`src/hw/rtl/ccfr_pkg.sv`:
```
`timescale 1ns / 1ps
package ccfr_pkg;

    localparam logic [15:0] CRC_POLY   = 16'h1021;
    localparam logic [15:0] CRC_RESET  = 16'hFFFF;
    localparam logic [7:0]  BYTE_DELIM = 8'h00;
    localparam logic [7:0]  CODE_FULL  = 8'hFF;
    // msg_id + payload_len + seq + timestamp + crc
    localparam logic [3:0]  MIN_FRAME  = 4'd9;
    localparam logic [2:0]  HDR_BYTES  = 3'd7;

    localparam int IN_TDATA_W  = 8;
    localparam int OUT_TDATA_W = 80;

    typedef enum logic [2:0] {
        ST_OK        = 3'd0,
        ST_TRUNCATED = 3'd1,
        ST_SHORT     = 3'd2,
        ST_LEN_ERR   = 3'd3,
        ST_CRC_ERR   = 3'd4
    } status_t;

    typedef enum logic {
        KIND_DATA = 1'b0,
        KIND_END  = 1'b1
    } kind_t;

    typedef struct packed {
        kind_t       kind;
        logic [7:0]  data_byte;
        logic [8:0]  byte_index;
        status_t     status;
        logic [7:0]  msg_id;
        logic [7:0]  payload_len;
        logic [7:0]  seq;
        logic [31:0] timestamp;
    } result_t;

    // crc-16-ccitt, msb first, one byte
    function automatic logic [15:0] crc16_byte(input logic [15:0] crc_in,
                                               input logic [7:0] data);
        logic [15:0] c;
        c = crc_in ^ {data, 8'h00};
        for (int k = 0; k < 8; k++)
        begin
            if (c[15])
                c = {c[14:0], 1'b0} ^ CRC_POLY;
            else
                c = {c[14:0], 1'b0};
        end
        return c;
    endfunction

endpackage

```
`src/hw/rtl/cobs_crc_frame_receiver.sv`:
```
`timescale 1ns / 1ps
// each result is registered, in the skid entry when the output stalls
// throughput: one raw byte per cycle while the skid is empty, set by the cobs
//   step and byte-wide crc update, between input handshake and result register
// a skid entry behind the result register takes one more result under stall
// reset: rst_n asynchronous, active low; clears frame state, empties the output,
//   crc seed returns to 0xFFFF
module cobs_crc_frame_receiver #(
    parameter int COUNT_LIMIT = 511
) (
    input  logic                              clk,
    input  logic                              rst_n,
    // configuration: crc seed
    input  logic                              cfg_wr_en,
    input  logic [15:0]                       cfg_wr_data,
    // raw byte stream
    input  logic                              s_axis_tvalid,
    output logic                              s_axis_tready,
    input  logic [ccfr_pkg::IN_TDATA_W-1:0]   s_axis_tdata,   // [7:0] raw_byte
    // decoded results
    output logic                              m_axis_tvalid,
    input  logic                              m_axis_tready,
    // [7:0] data_byte, [16:8] byte_index, [19:17] status, [27:20] msg_id,
    // [35:28] payload_len, [43:36] seq, [75:44] timestamp, [79:76] zero
    output logic [ccfr_pkg::OUT_TDATA_W-1:0]  m_axis_tdata,
    output logic                              m_axis_tuser    // [0] kind
);
    import ccfr_pkg::*;

    localparam int CW = $clog2(COUNT_LIMIT + 1);

    // configuration
    logic [15:0]   crc_seed_reg;

    // frame state
    logic [7:0]    group_left_reg,   group_left_next;
    logic          zero_pending_reg, zero_pending_next;
    logic          in_frame_reg,     in_frame_next;
    logic [CW-1:0] count_reg,        count_next;
    logic [15:0]   crc_reg,          crc_next;
    logic [7:0]    tail0_reg,        tail0_next;
    logic [7:0]    tail1_reg,        tail1_next;
    logic [55:0]   header_reg,       header_next;

    // output register and skid
    result_t       out_reg,  out_next;
    logic          out_valid_reg, out_valid_next;
    result_t       skid_reg, skid_next;
    logic          skid_valid_reg, skid_valid_next;

    // per-item work
    logic          accept;
    logic [7:0]    in_byte;
    logic          produced;
    result_t       res;
    logic          take;       // a decoded byte enters the frame
    logic [7:0]    dec_byte;
    // frame state after a possible start of frame
    logic [7:0]    gl_eff;
    logic          zp_eff;
    logic [CW-1:0] cnt_eff;
    logic [15:0]   crc_eff;
    logic [7:0]    t0_eff, t1_eff;
    logic [55:0]   hdr_eff;
    logic [8:0]    len_expect;
    logic [15:0]   rx_crc;
    status_t       verdict;
    logic          out_free;

    assign in_byte       = s_axis_tdata[7:0];
    assign s_axis_tready = !skid_valid_reg;
    assign accept        = s_axis_tvalid && s_axis_tready;

    assign len_expect = {1'b0, header_reg[15:8]} + 9'(MIN_FRAME);
    assign rx_crc     = {tail1_reg, tail0_reg};

    // verdict priority: owed literal bytes, short, length, then crc
    always_comb
    begin
        if (group_left_reg != 8'd0)
            verdict = ST_TRUNCATED;
        else if (count_reg < CW'(MIN_FRAME))
            verdict = ST_SHORT;
        else if (count_reg != CW'(len_expect))
            verdict = ST_LEN_ERR;
        else if (crc_reg != rx_crc)
            verdict = ST_CRC_ERR;
        else
            verdict = ST_OK;
    end

    always_comb
    begin
        // a first non-delimiter byte opens a fresh frame
        if (!in_frame_reg)
        begin
            gl_eff  = 8'd0;
            zp_eff  = 1'b0;
            cnt_eff = '0;
            crc_eff = crc_seed_reg;
            t0_eff  = 8'd0;
            t1_eff  = 8'd0;
            hdr_eff = '0;
        end
        else
        begin
            gl_eff  = group_left_reg;
            zp_eff  = zero_pending_reg;
            cnt_eff = count_reg;
            crc_eff = crc_reg;
            t0_eff  = tail0_reg;
            t1_eff  = tail1_reg;
            hdr_eff = header_reg;
        end

        group_left_next   = group_left_reg;
        zero_pending_next = zero_pending_reg;
        in_frame_next     = in_frame_reg;
        count_next        = count_reg;
        crc_next          = crc_reg;
        tail0_next        = tail0_reg;
        tail1_next        = tail1_reg;
        header_next       = header_reg;

        produced = 1'b0;
        take     = 1'b0;
        dec_byte = 8'd0;
        res      = '0;

        if (in_byte == BYTE_DELIM)
        begin
            // empty frames give nothing
            if (in_frame_reg)
            begin
                produced          = 1'b1;
                res.kind          = KIND_END;
                res.byte_index    = count_reg[8:0];
                res.status        = verdict;
                res.msg_id        = header_reg[7:0];
                res.payload_len   = header_reg[15:8];
                res.seq           = header_reg[23:16];
                res.timestamp     = header_reg[55:24];
                in_frame_next     = 1'b0;
                group_left_next   = 8'd0;
                zero_pending_next = 1'b0;
            end
        end
        else
        begin
            in_frame_next     = 1'b1;
            group_left_next   = gl_eff;
            zero_pending_next = zp_eff;
            count_next        = cnt_eff;
            crc_next          = crc_eff;
            tail0_next        = t0_eff;
            tail1_next        = t1_eff;
            header_next       = hdr_eff;
            if (gl_eff != 8'd0)
            begin
                // literal byte of the current group
                group_left_next = gl_eff - 8'd1;
                take            = 1'b1;
                dec_byte        = in_byte;
            end
            else
            begin
                // code byte; the previous short group implies a zero
                group_left_next   = in_byte - 8'd1;
                zero_pending_next = (in_byte != CODE_FULL);
                take              = zp_eff;
                dec_byte          = 8'd0;
            end

            if (take)
            begin
                produced       = 1'b1;
                res.kind       = KIND_DATA;
                res.data_byte  = dec_byte;
                res.byte_index = cnt_eff[8:0];
                for (int i = 0; i < 7; i++)
                begin
                    if (cnt_eff == CW'(i))
                        header_next[i*8 +: 8] = dec_byte;
                end
                // crc trails the stream by two bytes
                if (cnt_eff >= CW'(2))
                    crc_next = crc16_byte(crc_eff, t0_eff);
                tail0_next = t1_eff;
                tail1_next = dec_byte;
                // count holds at the limit
                if (cnt_eff < CW'(COUNT_LIMIT))
                    count_next = CW'(cnt_eff + 1'b1);
            end
        end
    end

    // two-entry output: result register in front, skid behind
    assign out_free = !out_valid_reg || m_axis_tready;

    always_comb
    begin
        out_next        = out_reg;
        out_valid_next  = out_valid_reg;
        skid_next       = skid_reg;
        skid_valid_next = skid_valid_reg;
        if (out_free)
        begin
            if (skid_valid_reg)
            begin
                out_next        = skid_reg;
                out_valid_next  = 1'b1;
                skid_valid_next = 1'b0;
            end
            else
            begin
                out_next       = res;
                out_valid_next = accept && produced;
            end
        end
        else if (accept && produced)
        begin
            skid_next       = res;
            skid_valid_next = 1'b1;
        end
    end

    always_ff @(posedge clk or negedge rst_n)
    begin
        if (!rst_n)
        begin
            crc_seed_reg     <= CRC_RESET;
            group_left_reg   <= 8'd0;
            zero_pending_reg <= 1'b0;
            in_frame_reg     <= 1'b0;
            count_reg        <= '0;
            crc_reg          <= CRC_RESET;
            tail0_reg        <= 8'd0;
            tail1_reg        <= 8'd0;
            header_reg       <= '0;
            out_valid_reg    <= 1'b0;
            skid_valid_reg   <= 1'b0;
        end
        else
        begin
            if (cfg_wr_en)
                crc_seed_reg <= cfg_wr_data;
            if (accept)
            begin
                group_left_reg   <= group_left_next;
                zero_pending_reg <= zero_pending_next;
                in_frame_reg     <= in_frame_next;
                count_reg        <= count_next;
                crc_reg          <= crc_next;
                tail0_reg        <= tail0_next;
                tail1_reg        <= tail1_next;
                header_reg       <= header_next;
            end
            out_valid_reg  <= out_valid_next;
            skid_valid_reg <= skid_valid_next;
        end
    end

    // result payload, no reset needed
    always_ff @(posedge clk)
    begin
        out_reg  <= out_next;
        skid_reg <= skid_next;
    end

    assign m_axis_tvalid = out_valid_reg;
    assign m_axis_tuser  = out_reg.kind;
    assign m_axis_tdata  = {4'b0000, out_reg.timestamp,
                            out_reg.seq, out_reg.payload_len, out_reg.msg_id,
                            out_reg.status, out_reg.byte_index, out_reg.data_byte};

`ifndef SYNTH
    // skid only fills behind a held result
    a_skid_behind_out: assert property (@(posedge clk) disable iff (!rst_n)
        skid_valid_reg |-> out_valid_reg)
        else $error("skid holds a result while the output register is empty");

    // outside a frame no group is open and no zero is owed
    a_idle_clean: assert property (@(posedge clk) disable iff (!rst_n)
        !in_frame_reg |-> (group_left_reg == 8'd0 && !zero_pending_reg))
        else $error("group state left over outside a frame");

    // decoded count saturates at the limit
    a_count_limit: assert property (@(posedge clk) disable iff (!rst_n)
        count_reg <= CW'(COUNT_LIMIT))
        else $error("decoded count ran past its limit");

    // a stalled result is not dropped
    a_out_hold: assert property (@(posedge clk) disable iff (!rst_n)
        (out_valid_reg && !m_axis_tready) |=> out_valid_reg)
        else $error("stalled result lost");
`endif

endmodule

```
`config.mk`:
```
export PLATFORM = sky130hd
export DESIGN_NAME = cobs_crc_frame_receiver
export DESIGN_NICKNAME = d
export VERILOG_FILES = /design/src/hw/rtl/ccfr_pkg.sv /design/src/hw/rtl/cobs_crc_frame_receiver.sv
export SDC_FILE = /design/constraint.sdc
export NUM_CORES = 1
export LEC_CHECK = 0
export ABC_AREA = 0
export BUFFER_PORTS_ARGS = -buffer_cell sky130_fd_sc_hd__buf_4
export CAP_MARGIN = 0
export CORE_AREA = 2 2 161 163
export CTS_BUF_LIST = sky130_fd_sc_hd__clkbuf_8
export DETAILED_ROUTE_END_ITERATION = 16
export DIE_AREA = 0 0 163 165
export PLACE_DENSITY = 0.71
export SLEW_MARGIN = 5
export SYNTH_ARGS = -nofsm -noshare
export SYNTH_HDL_FRONTEND = slang
export SYNTH_SLANG_ARGS = --single-unit
```
`constraint.sdc`:
```
create_clock -name clk -period 12.7 [get_ports clk]
set_input_delay 3.175 -clock clk [delete_from_list [all_inputs] [get_ports clk]]
set_output_delay 3.175 -clock clk [all_outputs]
set_load 0.005 [all_outputs]
```
==> results of run 1 <==
==> layer usage <==
| metal | vias up | share of wire | global-route usage |
|---|---|---|---|
| met5 | - | 0 | 0 |
| met4 | 0 | 0.020 | 0.0599 |
| met3 | 47 | 0.053 | 0.0352 |
| met2 | 272 | 0.46 | 0.320 |
| met1 | 4006 | 0.46 | 0.301 |
| li1 | 3732 | - | - |
==> worst reg2reg max path: cells and delay by family (launching register included) <==
kind	cells	cell delay [ps]
buffers and inverters	3	1630
DFF	1	700
and+or+nand+nor	2	1340
==> where the power goes <==
group	total [uW]	switching [uW]	internal (uW)
Sequential	1280	136	1140
Clock	719	353	367
Combinational	639	340	299
Total	2640	829	1810
==> cell families (layout without fill, tap and decap cells) <==
| family | count (synthesis) | count (layout) | synth area share |
|---|---|---|---|
| flops | 279 | 279 | 0.626 |
| simple gates | 253 | 253 | 0.106 |
| compound gates | 184 | 184 | 0.113 |
| mux | 86 | 86 | 0.0774 |
| buf+inv | 82 | 216 | 0.0298 |
| xor+xnor | 59 | 59 | 0.0415 |
| fa+ha+maj | 6 | 6 | 0.00603 |
| other cells | 1 | 4 | 0.000301 |
==> final cells by class <==
class / instances / area (um2)
tap: 330 / 413
multi-input combinational: 592 / 4310
inverter: 18 / 67.6
clock inverter: 37 / 189
timing repair buffer: 114 / 856
clock buffer: 47 / 647
fill: 2081 / 10800
sequential: 279 / 7790
==> synthesized netlist by cell type, types with 3 or more instances <==
library cell / count
nand2_1: 72
a22o_1: 23
ha_1: 6
o21a_1: 4
nor3_1: 14
xor2_1: 26
edfxtp_1: 154
o31ai_1: 3
o22ai_1: 11
and2_4: 7
and3_1: 60
dfstp_2: 32
buf_2: 11
a211oi_1: 3
o21ai_0: 35
mux2_2: 82
a22oi_1: 3
nor2_1: 50
dfrtp_1: 93
o2bb2ai_1: 56
nand4_1: 3
a221o_1: 5
nor4_1: 8
a21oi_1: 12
mux2i_1: 4
a21o_1: 10
inv_1: 18
nand3_1: 17
buf_4: 5
xnor2_1: 33
clkbuf_1: 42
a31oi_1: 3
buf_6: 4
==> placed cells by master (no fill, tap or decap), types with 11 or more instances in the layout <==
cell / count
xnor2_1: 33
a22o_1: 23
a21oi_1: 12
buf_4: 114
clkbuf_8: 47
o2bb2ai_1: 56
and3_1: 60
mux2_2: 82
dfstp_2: 32
nand3_1: 17
nand2_1: 72
o22ai_1: 11
o21ai_0: 35
dfrtp_1: 92
edfxtp_1: 154
inv_1: 33
nor3_1: 13
xor2_1: 26
nor2_1: 50
==> final timing paths <==
path	end	slack [ps]	cells past startpoint
setup / recovery	skid_reg[30]	6690	7
hold / removal	header_reg[51]	480	1
setup reg to reg	skid_reg[30]	8580	5
hold reg to reg	header_reg[51]	480	1
max in group asynchronous	in_frame_reg	8580	2
min in group asynchronous	tail0_reg[4]	2650	1
==> stage by stage <==
step	area, um2	cells	hold WS (ps)
2_1_floorplan	12500	953	449
3_3_place_gp	13400	1333	463
3_5_place_dp	13400	1333	466
4_1_cts	14300	1417	484
5_1_grt	14300	1417	492
6_report	14300	1417	481
==> out/metrics.cfg, run 1 <==
[synthesis]
synth_edf_count = 154
synth_top_area_share = 0.372
ys.flop_type = edfxtp_1
ys_ff_latch = 279
syn_inst = 950
seq_area_frac_synth = 0.626
synthTopCellsByArea = edfxtp_1 37%, dfrtp_1 19%, mux2_2 7.4%
synth_cell_types = 67
synth_top_area_cell = edfxtp_1
synth_area_mm2 = 0.0124
async_flop_share = 0.448
syn_area_per_cell_um2 = 13.1
synth_warnings = 0

[placed_design]
gp_congestion = 0.863
dp_slack_ps = 6190
dp_hpwl_um = 17400
io_buffer_count = 107

[cts]
cts_root_buf = clkbuf_8
cts_tree = built
post_cts_buffers = 0
clkTransAtPathRegs_ps = 60
cts.repair.resized = 0
numCtsBuffers = 45
cts.sinks = 279
hold_buffers = 0
cts_max_path_buffers = 3
clock_latency_ps = 570
htreeDepth = 2

[setup_path]
path_max_fanout = 64
path_class = in -> reg
slowest_stage = nor3_2
reg2reg_from = skid_valid_reg
cp_top_family = simple AND/OR/NAND/NOR gates
crit_top_cell = buf_4
cp.arrival_ps = 6180
startpoint = s_axis_tdata[0]
endpoint_kind = flop
required_ps = 12870
cp_cell_sequence = buf_4, nor3_1, nand3_1, a21boi_4, inv_1, nor3_2, buf_4
start_kind = input pin
crit_buf_inv = 3
critPathMaxStageDelay_ps = 860

[detailed_routing]
drtAntennaViolNets = 0
drc = 0
wl_per_cell_um = 19.3
drt_wl_total_um = 27400
first_pass_iters = 5
via_count = 8057
drt_iter0_markers = 713
avgViaCountPerCell = 5.69

[power_and_ir_drop]
power.leakage_uw = 0.00613
finalPower_uw = 2640
powerDensity_mw_per_mm2 = 185
peakVddDrop_mv = 0.106

[sta]
fmax_mhz = 166
hold_violations = 0
min_period_ps = 6010
setup_viol_count_final = 0
fin_setup_tns_ps = 0
finClkSkew_ps = 31.8
rsz0062_at_grt = no
layout_setup_ws_ps = 6690
relSlewSlack = 0.276
period_share = 0.473
worst_pin_slew_ps = 1080
slew_viol_final = 0

[floorplanning]
rows = 58
dieWidth_um = 163
core_mm2 = 0.0250
die_y_um = 165
die_area_mm2 = 0.0269
initial_core_util = 0.497
num_io_pins = 112

[global_routing]
antenna_found_initial = 0
grt_use_total = 0.206
grt_pass1_wl_um = 43400
grt_pass1_vias = 7847
grt_overflow = 0
grt_max_degree = 92

[min_path]
hold_class = reg -> reg
holdCritStartpoint = header_reg[51]

[cells_and_area]
drive_gt1_frac = 0.290
largest_reg_flops = 77
antennaDiodeCount = 0
final_core_util = 0.570
finalNetCount = 1085
syn_to_final_growth_pct = 14.7

[run]
maxCapViolations = 0

[outcome]
status = completed

No activity file was read; power rests on OpenSTA's default activity.
==> run 2, diff against run 1 <==
Clock period 12.7 ns to 6.27 ns, I/O delays scaled along.
==> out/metrics.cfg, run 2 (synthesis gave the netlist of run 1 again) <==
[floorplanning]
die_area_mm2 = 0.0269
core_mm2 = 0.0250
num_io_pins = 112
initial_core_util = 0.497
rows = 58
dieWidth_um = 163
die_y_um = 165

[cts]
hold_buffers = 0
clock_latency_ps = 580
cts.repair.resized = 0
htreeDepth = 2
cts_tree = built
clkTransAtPathRegs_ps = 60
cts_root_buf = clkbuf_8
cts.sinks = 279
numCtsBuffers = 46
post_cts_buffers = 0
cts_max_path_buffers = 3

[detailed_routing]
first_pass_iters = 5
via_count = 7973
drt_iter0_markers = 629
drtAntennaViolNets = 0
wl_per_cell_um = 18.6
drc = 0
drt_wl_total_um = 26500
avgViaCountPerCell = 5.61

[cells_and_area]
layout_commonest_cell = edfxtp_1
final_area_mm2 = 0.0144
fin_cells = 1421
finalNetCount = 1088
antennaDiodeCount = 0
syn_to_final_growth_pct = 15.9
layout_common_cells = 154 x edfxtp_1, 115 x buf_4, 92 x dfrtp_1
fill_cells = 2084
largest_reg_flops = 77
drive_gt1_frac = 0.300
final_core_util = 0.576

[sta]
finClkSkew_ps = 31.5
min_period_ps = 3720
period_share = 0.593
fmax_mhz = 269
setup_viol_count_final = 0
worst_pin_slew_ps = 1110
layout_setup_ws_ps = 2550
slew_viol_final = 0
rsz0062_at_grt = no
relSlewSlack = 0.256
fin_setup_tns_ps = 0
hold_violations = 0

[placed_design]
io_buffer_count = 107
gp_congestion = 0.892
post-place-cells = 1335
dp_slack_ps = 1990
place_area_mm2 = 0.0135
dp_hpwl_um = 16900

[global_routing]
grt_pass1_vias = 7818
grt_max_degree = 107
grt_pass1_wl_um = 43000
grt_use_total = 0.203
antenna_found_initial = 0
grt_overflow = 0

[setup_path]
critPathMaxStageDelay_ps = 590
endpoint_kind = flop
cp_cell_sequence = buf_4, nor3_1, nand3_1, a21boi_4, inv_1, nor3_4, buf_12
cp.arrival_ps = 3940
path_class = in -> reg
start_kind = input pin
path_max_fanout = 65
slowest_stage = nor3_4
required_ps = 6490

[power_and_ir_drop]
powerDensity_mw_per_mm2 = 381
power.leakage_uw = 0.00621
peakVddDrop_mv = 0.213

[run]
maxCapViolations = 0

[min_path]
hold_class = reg -> reg

[outcome]
status = completed

## run 2: cell types whose count changed in the layout (fill, tap and decap cells not counted), sizes merged
cell	delta
clkbuf	+5
clkinv	-4
buf	+2
bufinv	+2
clkinvlp	-2
inv	+1
## run 2: worst max-delay path: cells and delay by family
family                 cells  cell delay (ps)
AOI/OAI and AO/OA          1              340
buffers and inverters      3              650
and+or+nand+nor            3             1270
## run 2: cell type report
cell class | count | area, um2 | area share
clock buffers | 52 | 716 | 0.0496
repair buffers | 116 | 883 | 0.0612
inverters | 18 | 67.6 | 0.00468
multi-input cells | 592 | 4320 | 0.299
flip-flops and latches | 279 | 7790 | 0.540
clock inverters | 34 | 238 | 0.0165
well taps | 330 | 413 | 0.0286
## run 2: path summary, 6_finish.rpt
path / end / slack (ps) / cells past startpoint / start
max: skid_reg[17] / 2550 / 7 / s_axis_tdata[0]
min: header_reg[26] / 480 / 1 / header_reg[26]
max reg2reg: header_reg[6] / 3050 / 7 / skid_valid_reg
min reg2reg: header_reg[26] / 480 / 1 / header_reg[26]
max in group asynchronous: count_reg[3] / 4180 / 2 / rst_n
min in group asynchronous: header_reg[44] / 1100 / 1 / rst_n
## run 2: through the flow
step	power [uW]	hold slack (ps)
after detailed placement	3910	466
final	5500	483
after floorplan	3470	449
after global placement	3890	465
after CTS	5550	485
after global routing	5790	495
## run 2: per-layer routing
layer | vias to the layer above | GRT usage | share of wire
met5 | - | 0 | 0
met4 | 0 | 0.0579 | 0.016
met3 | 34 | 0.0362 | 0.048
met2 | 217 | 0.328 | 0.48
met1 | 3984 | 0.284 | 0.46
li1 | 3738 | - | -
## run 2: power breakdown
| part | internal (uW) | switching (uW) |
|---|---|---|
| logic | 609 | 681 |
| registers | 2320 | 268 |
| clock network | 895 | 727 |
| total | 3820 | 1680 |
==> run 3, diff against run 2 <==
Settings changed: ABC_AREA 0 to 1, CORE_AREA 2 2 161 163 to 2 2 169 171, DIE_AREA 0 0 163 165 to 0 0 171 173, PLACE_DENSITY 0.71 to 0.74.
Clock period 6.27 ns to 3.3 ns, I/O delays scaled along.
==> out/metrics.cfg, run 3 <==
[floorplanning]
num_io_pins = 112
dieWidth_um = 171
die_y_um = 173
rows = 61
initial_core_util = 0.496
core_mm2 = 0.0276
die_area_mm2 = 0.0296

[cts]
hold_buffers = 0
cts_tree = built
numCtsBuffers = 46
cts.repair.resized = 0
cts.sinks = 279
htreeDepth = 2
clock_latency_ps = 570
cts_root_buf = clkbuf_8
cts_max_path_buffers = 3
post_cts_buffers = 0
clkTransAtPathRegs_ps = 70

[cells_and_area]
fill_cells = 2425
antennaDiodeCount = 0
layout_commonest_cell = nand2_1
final_area_mm2 = 0.0159
seq_area_mm2 = 0.00780
fin_cells = 2045
largest_reg_flops = 77
layout_common_cells = 513 x nand2_1, 154 x edfxtp_1, 141 x inv_1
finalNetCount = 1665
drive_gt1_frac = 0.193
multiInputGateArea_mm2 = 0.00508
syn_to_final_growth_pct = 15.6

[sta]
setup_viol_count_final = 0
layout_setup_ws_ps = 714
slew_viol_final = 0
min_period_ps = 2590
rsz0062_at_grt = no
finClkSkew_ps = 25.3
period_share = 0.784
relSlewSlack = 0.481
fmax_mhz = 387
worst_pin_slew_ps = 779
hold_violations = 0

[global_routing]
grt_use_total = 0.214
grt_max_degree = 125
use_met1 = 0.282
grt.met2_usage = 0.350
grt_pass1_wl_um = 51100
grt_overflow = 0
antenna_found_initial = 0
grt_pass1_vias = 10300
grt-busiest-layer = met2
use_met3 = 0.0362

[synthesis]
synth_cell_types = 43
syn_area_per_cell_um2 = 9.04
synthTopCellsByCount = 514 x nand2_1, 154 x edfxtp_1, 132 x inv_1
synthTopCellsByArea = edfxtp_1 34%, dfrtp_1 17%, nand2_1 14%
synth_area_mm2 = 0.0137
synth.most_common_cell = nand2_1
ys_ff_latch = 279
async_flop_share = 0.448
synth_warnings = 0
synth_top_area_share = 0.337
synth_edf_count = 154
seq_area_frac_synth = 0.568
synth_top_area_cell = edfxtp_1
syn_inst = 1517
ys.flop_type = edfxtp_1

[outcome]
status = completed

[placed_design]
post-place-cells = 1960
dp_slack_ps = 600
dp_hpwl_um = 21000
gp_congestion = 0.929
io_buffer_count = 107
place_area_mm2 = 0.0150

[setup_path]
cp.arrival_ps = 3090
path_max_fanout = 71
start_kind = flop
endpoint_kind = flop
required_ps = 3800
path_class = reg -> reg

[run]
maxCapViolations = 0

[detailed_routing]
drc = 0
wl_per_cell_um = 15.3
avgViaCountPerCell = 5.21
drt_iter0_markers = 708
drtAntennaViolNets = 0
first_pass_iters = 5
via_count = 10700
drt_wl_total_um = 31300

[min_path]
hold_class = in -> async

[power_and_ir_drop]
peakVddDrop_mv = 0.452
power.leakage_uw = 0.00743
finalPower_uw = 12900
powerDensity_mw_per_mm2 = 812

## run 3: logic make-up (layout without fill, tap and decap cells)
kind of cell | count (synthesis) | in the layout | synth area share
other | 1 | 4 | 0.000274
buffers and inverters | 211 | 358 | 0.0650
muxes | 15 | 15 | 0.0122
AOI/OAI and AO/OA | 226 | 226 | 0.0964
adders and majority gates | 6 | 6 | 0.00548
and+or+nand+nor | 743 | 743 | 0.229
xor gates and xnor gates | 36 | 36 | 0.0230
DFF | 279 | 279 | 0.568
## run 3: metal layers
layer | share of wire | up-vias | routed length (um)
li1 | - | 5208 | -
met1 | 0.43 | 4991 | 13400
met2 | 0.48 | 360 | 14900
met3 | 0.059 | 93 | 1830
met4 | 0.037 | 0 | 1160
met5 | 0 | - | 0
## run 3: final timing paths
path                             startpoint  cells after the start  slack (ps)               end
min reg2reg                zero_pending_reg                      2         480  zero_pending_reg
max in group asynchronous             rst_n                      2        2290  crc_seed_reg[14]
max                            in_frame_reg                      8         710        crc_reg[8]
min                                   rst_n                      1         230      tail1_reg[3]
max reg2reg                    in_frame_reg                      8         710        crc_reg[8]
min in group clk           zero_pending_reg                      2         480  zero_pending_reg
## run 3: per-stage QoR
step / hold slack [ps] / TNS (ps) / utilization
final: 227 / 0 / 0.574
after floorplan: 449 / -22310 / -
after global routing: 231 / 0 / 0.574
after global placement: 465 / 0 / 0.542
after CTS: 214 / 0 / 0.574
after detailed placement: 466 / 0 / 0.542
## run 3: worst max-delay path, stage by stage, from the launching register on
cell and delay [ps]:
dfrtp_2 650, buf_4 720, o21ai_0 290, xor2_1 320, xor2_1 220, nand2_1 90, nand3_1 110, nand2_1 60
nand2_1 60
## run 3: report_power, final
group / leakage [uW] / internal (uW) / switching [uW] / total (uW)
logic: 0.00381 / 1670 / 2900 / 4570
registers: 0.00309 / 4790 / 639 / 5430
clock network: 0.000529 / 1500 / 1360 / 2860
## run 3: layout make-up
| type | instances | share of cell area |
|---|---|---|
| Clock buffer | 54 | 0.0469 |
| Inverter | 139 | 0.0339 |
| Sequential cell | 279 | 0.492 |
| Multi-Input combinational cell | 1030 | 0.320 |
| Clock inverter | 31 | 0.00900 |
| Timing Repair Buffer | 134 | 0.0682 |
| Tap cell | 378 | 0.0298 |
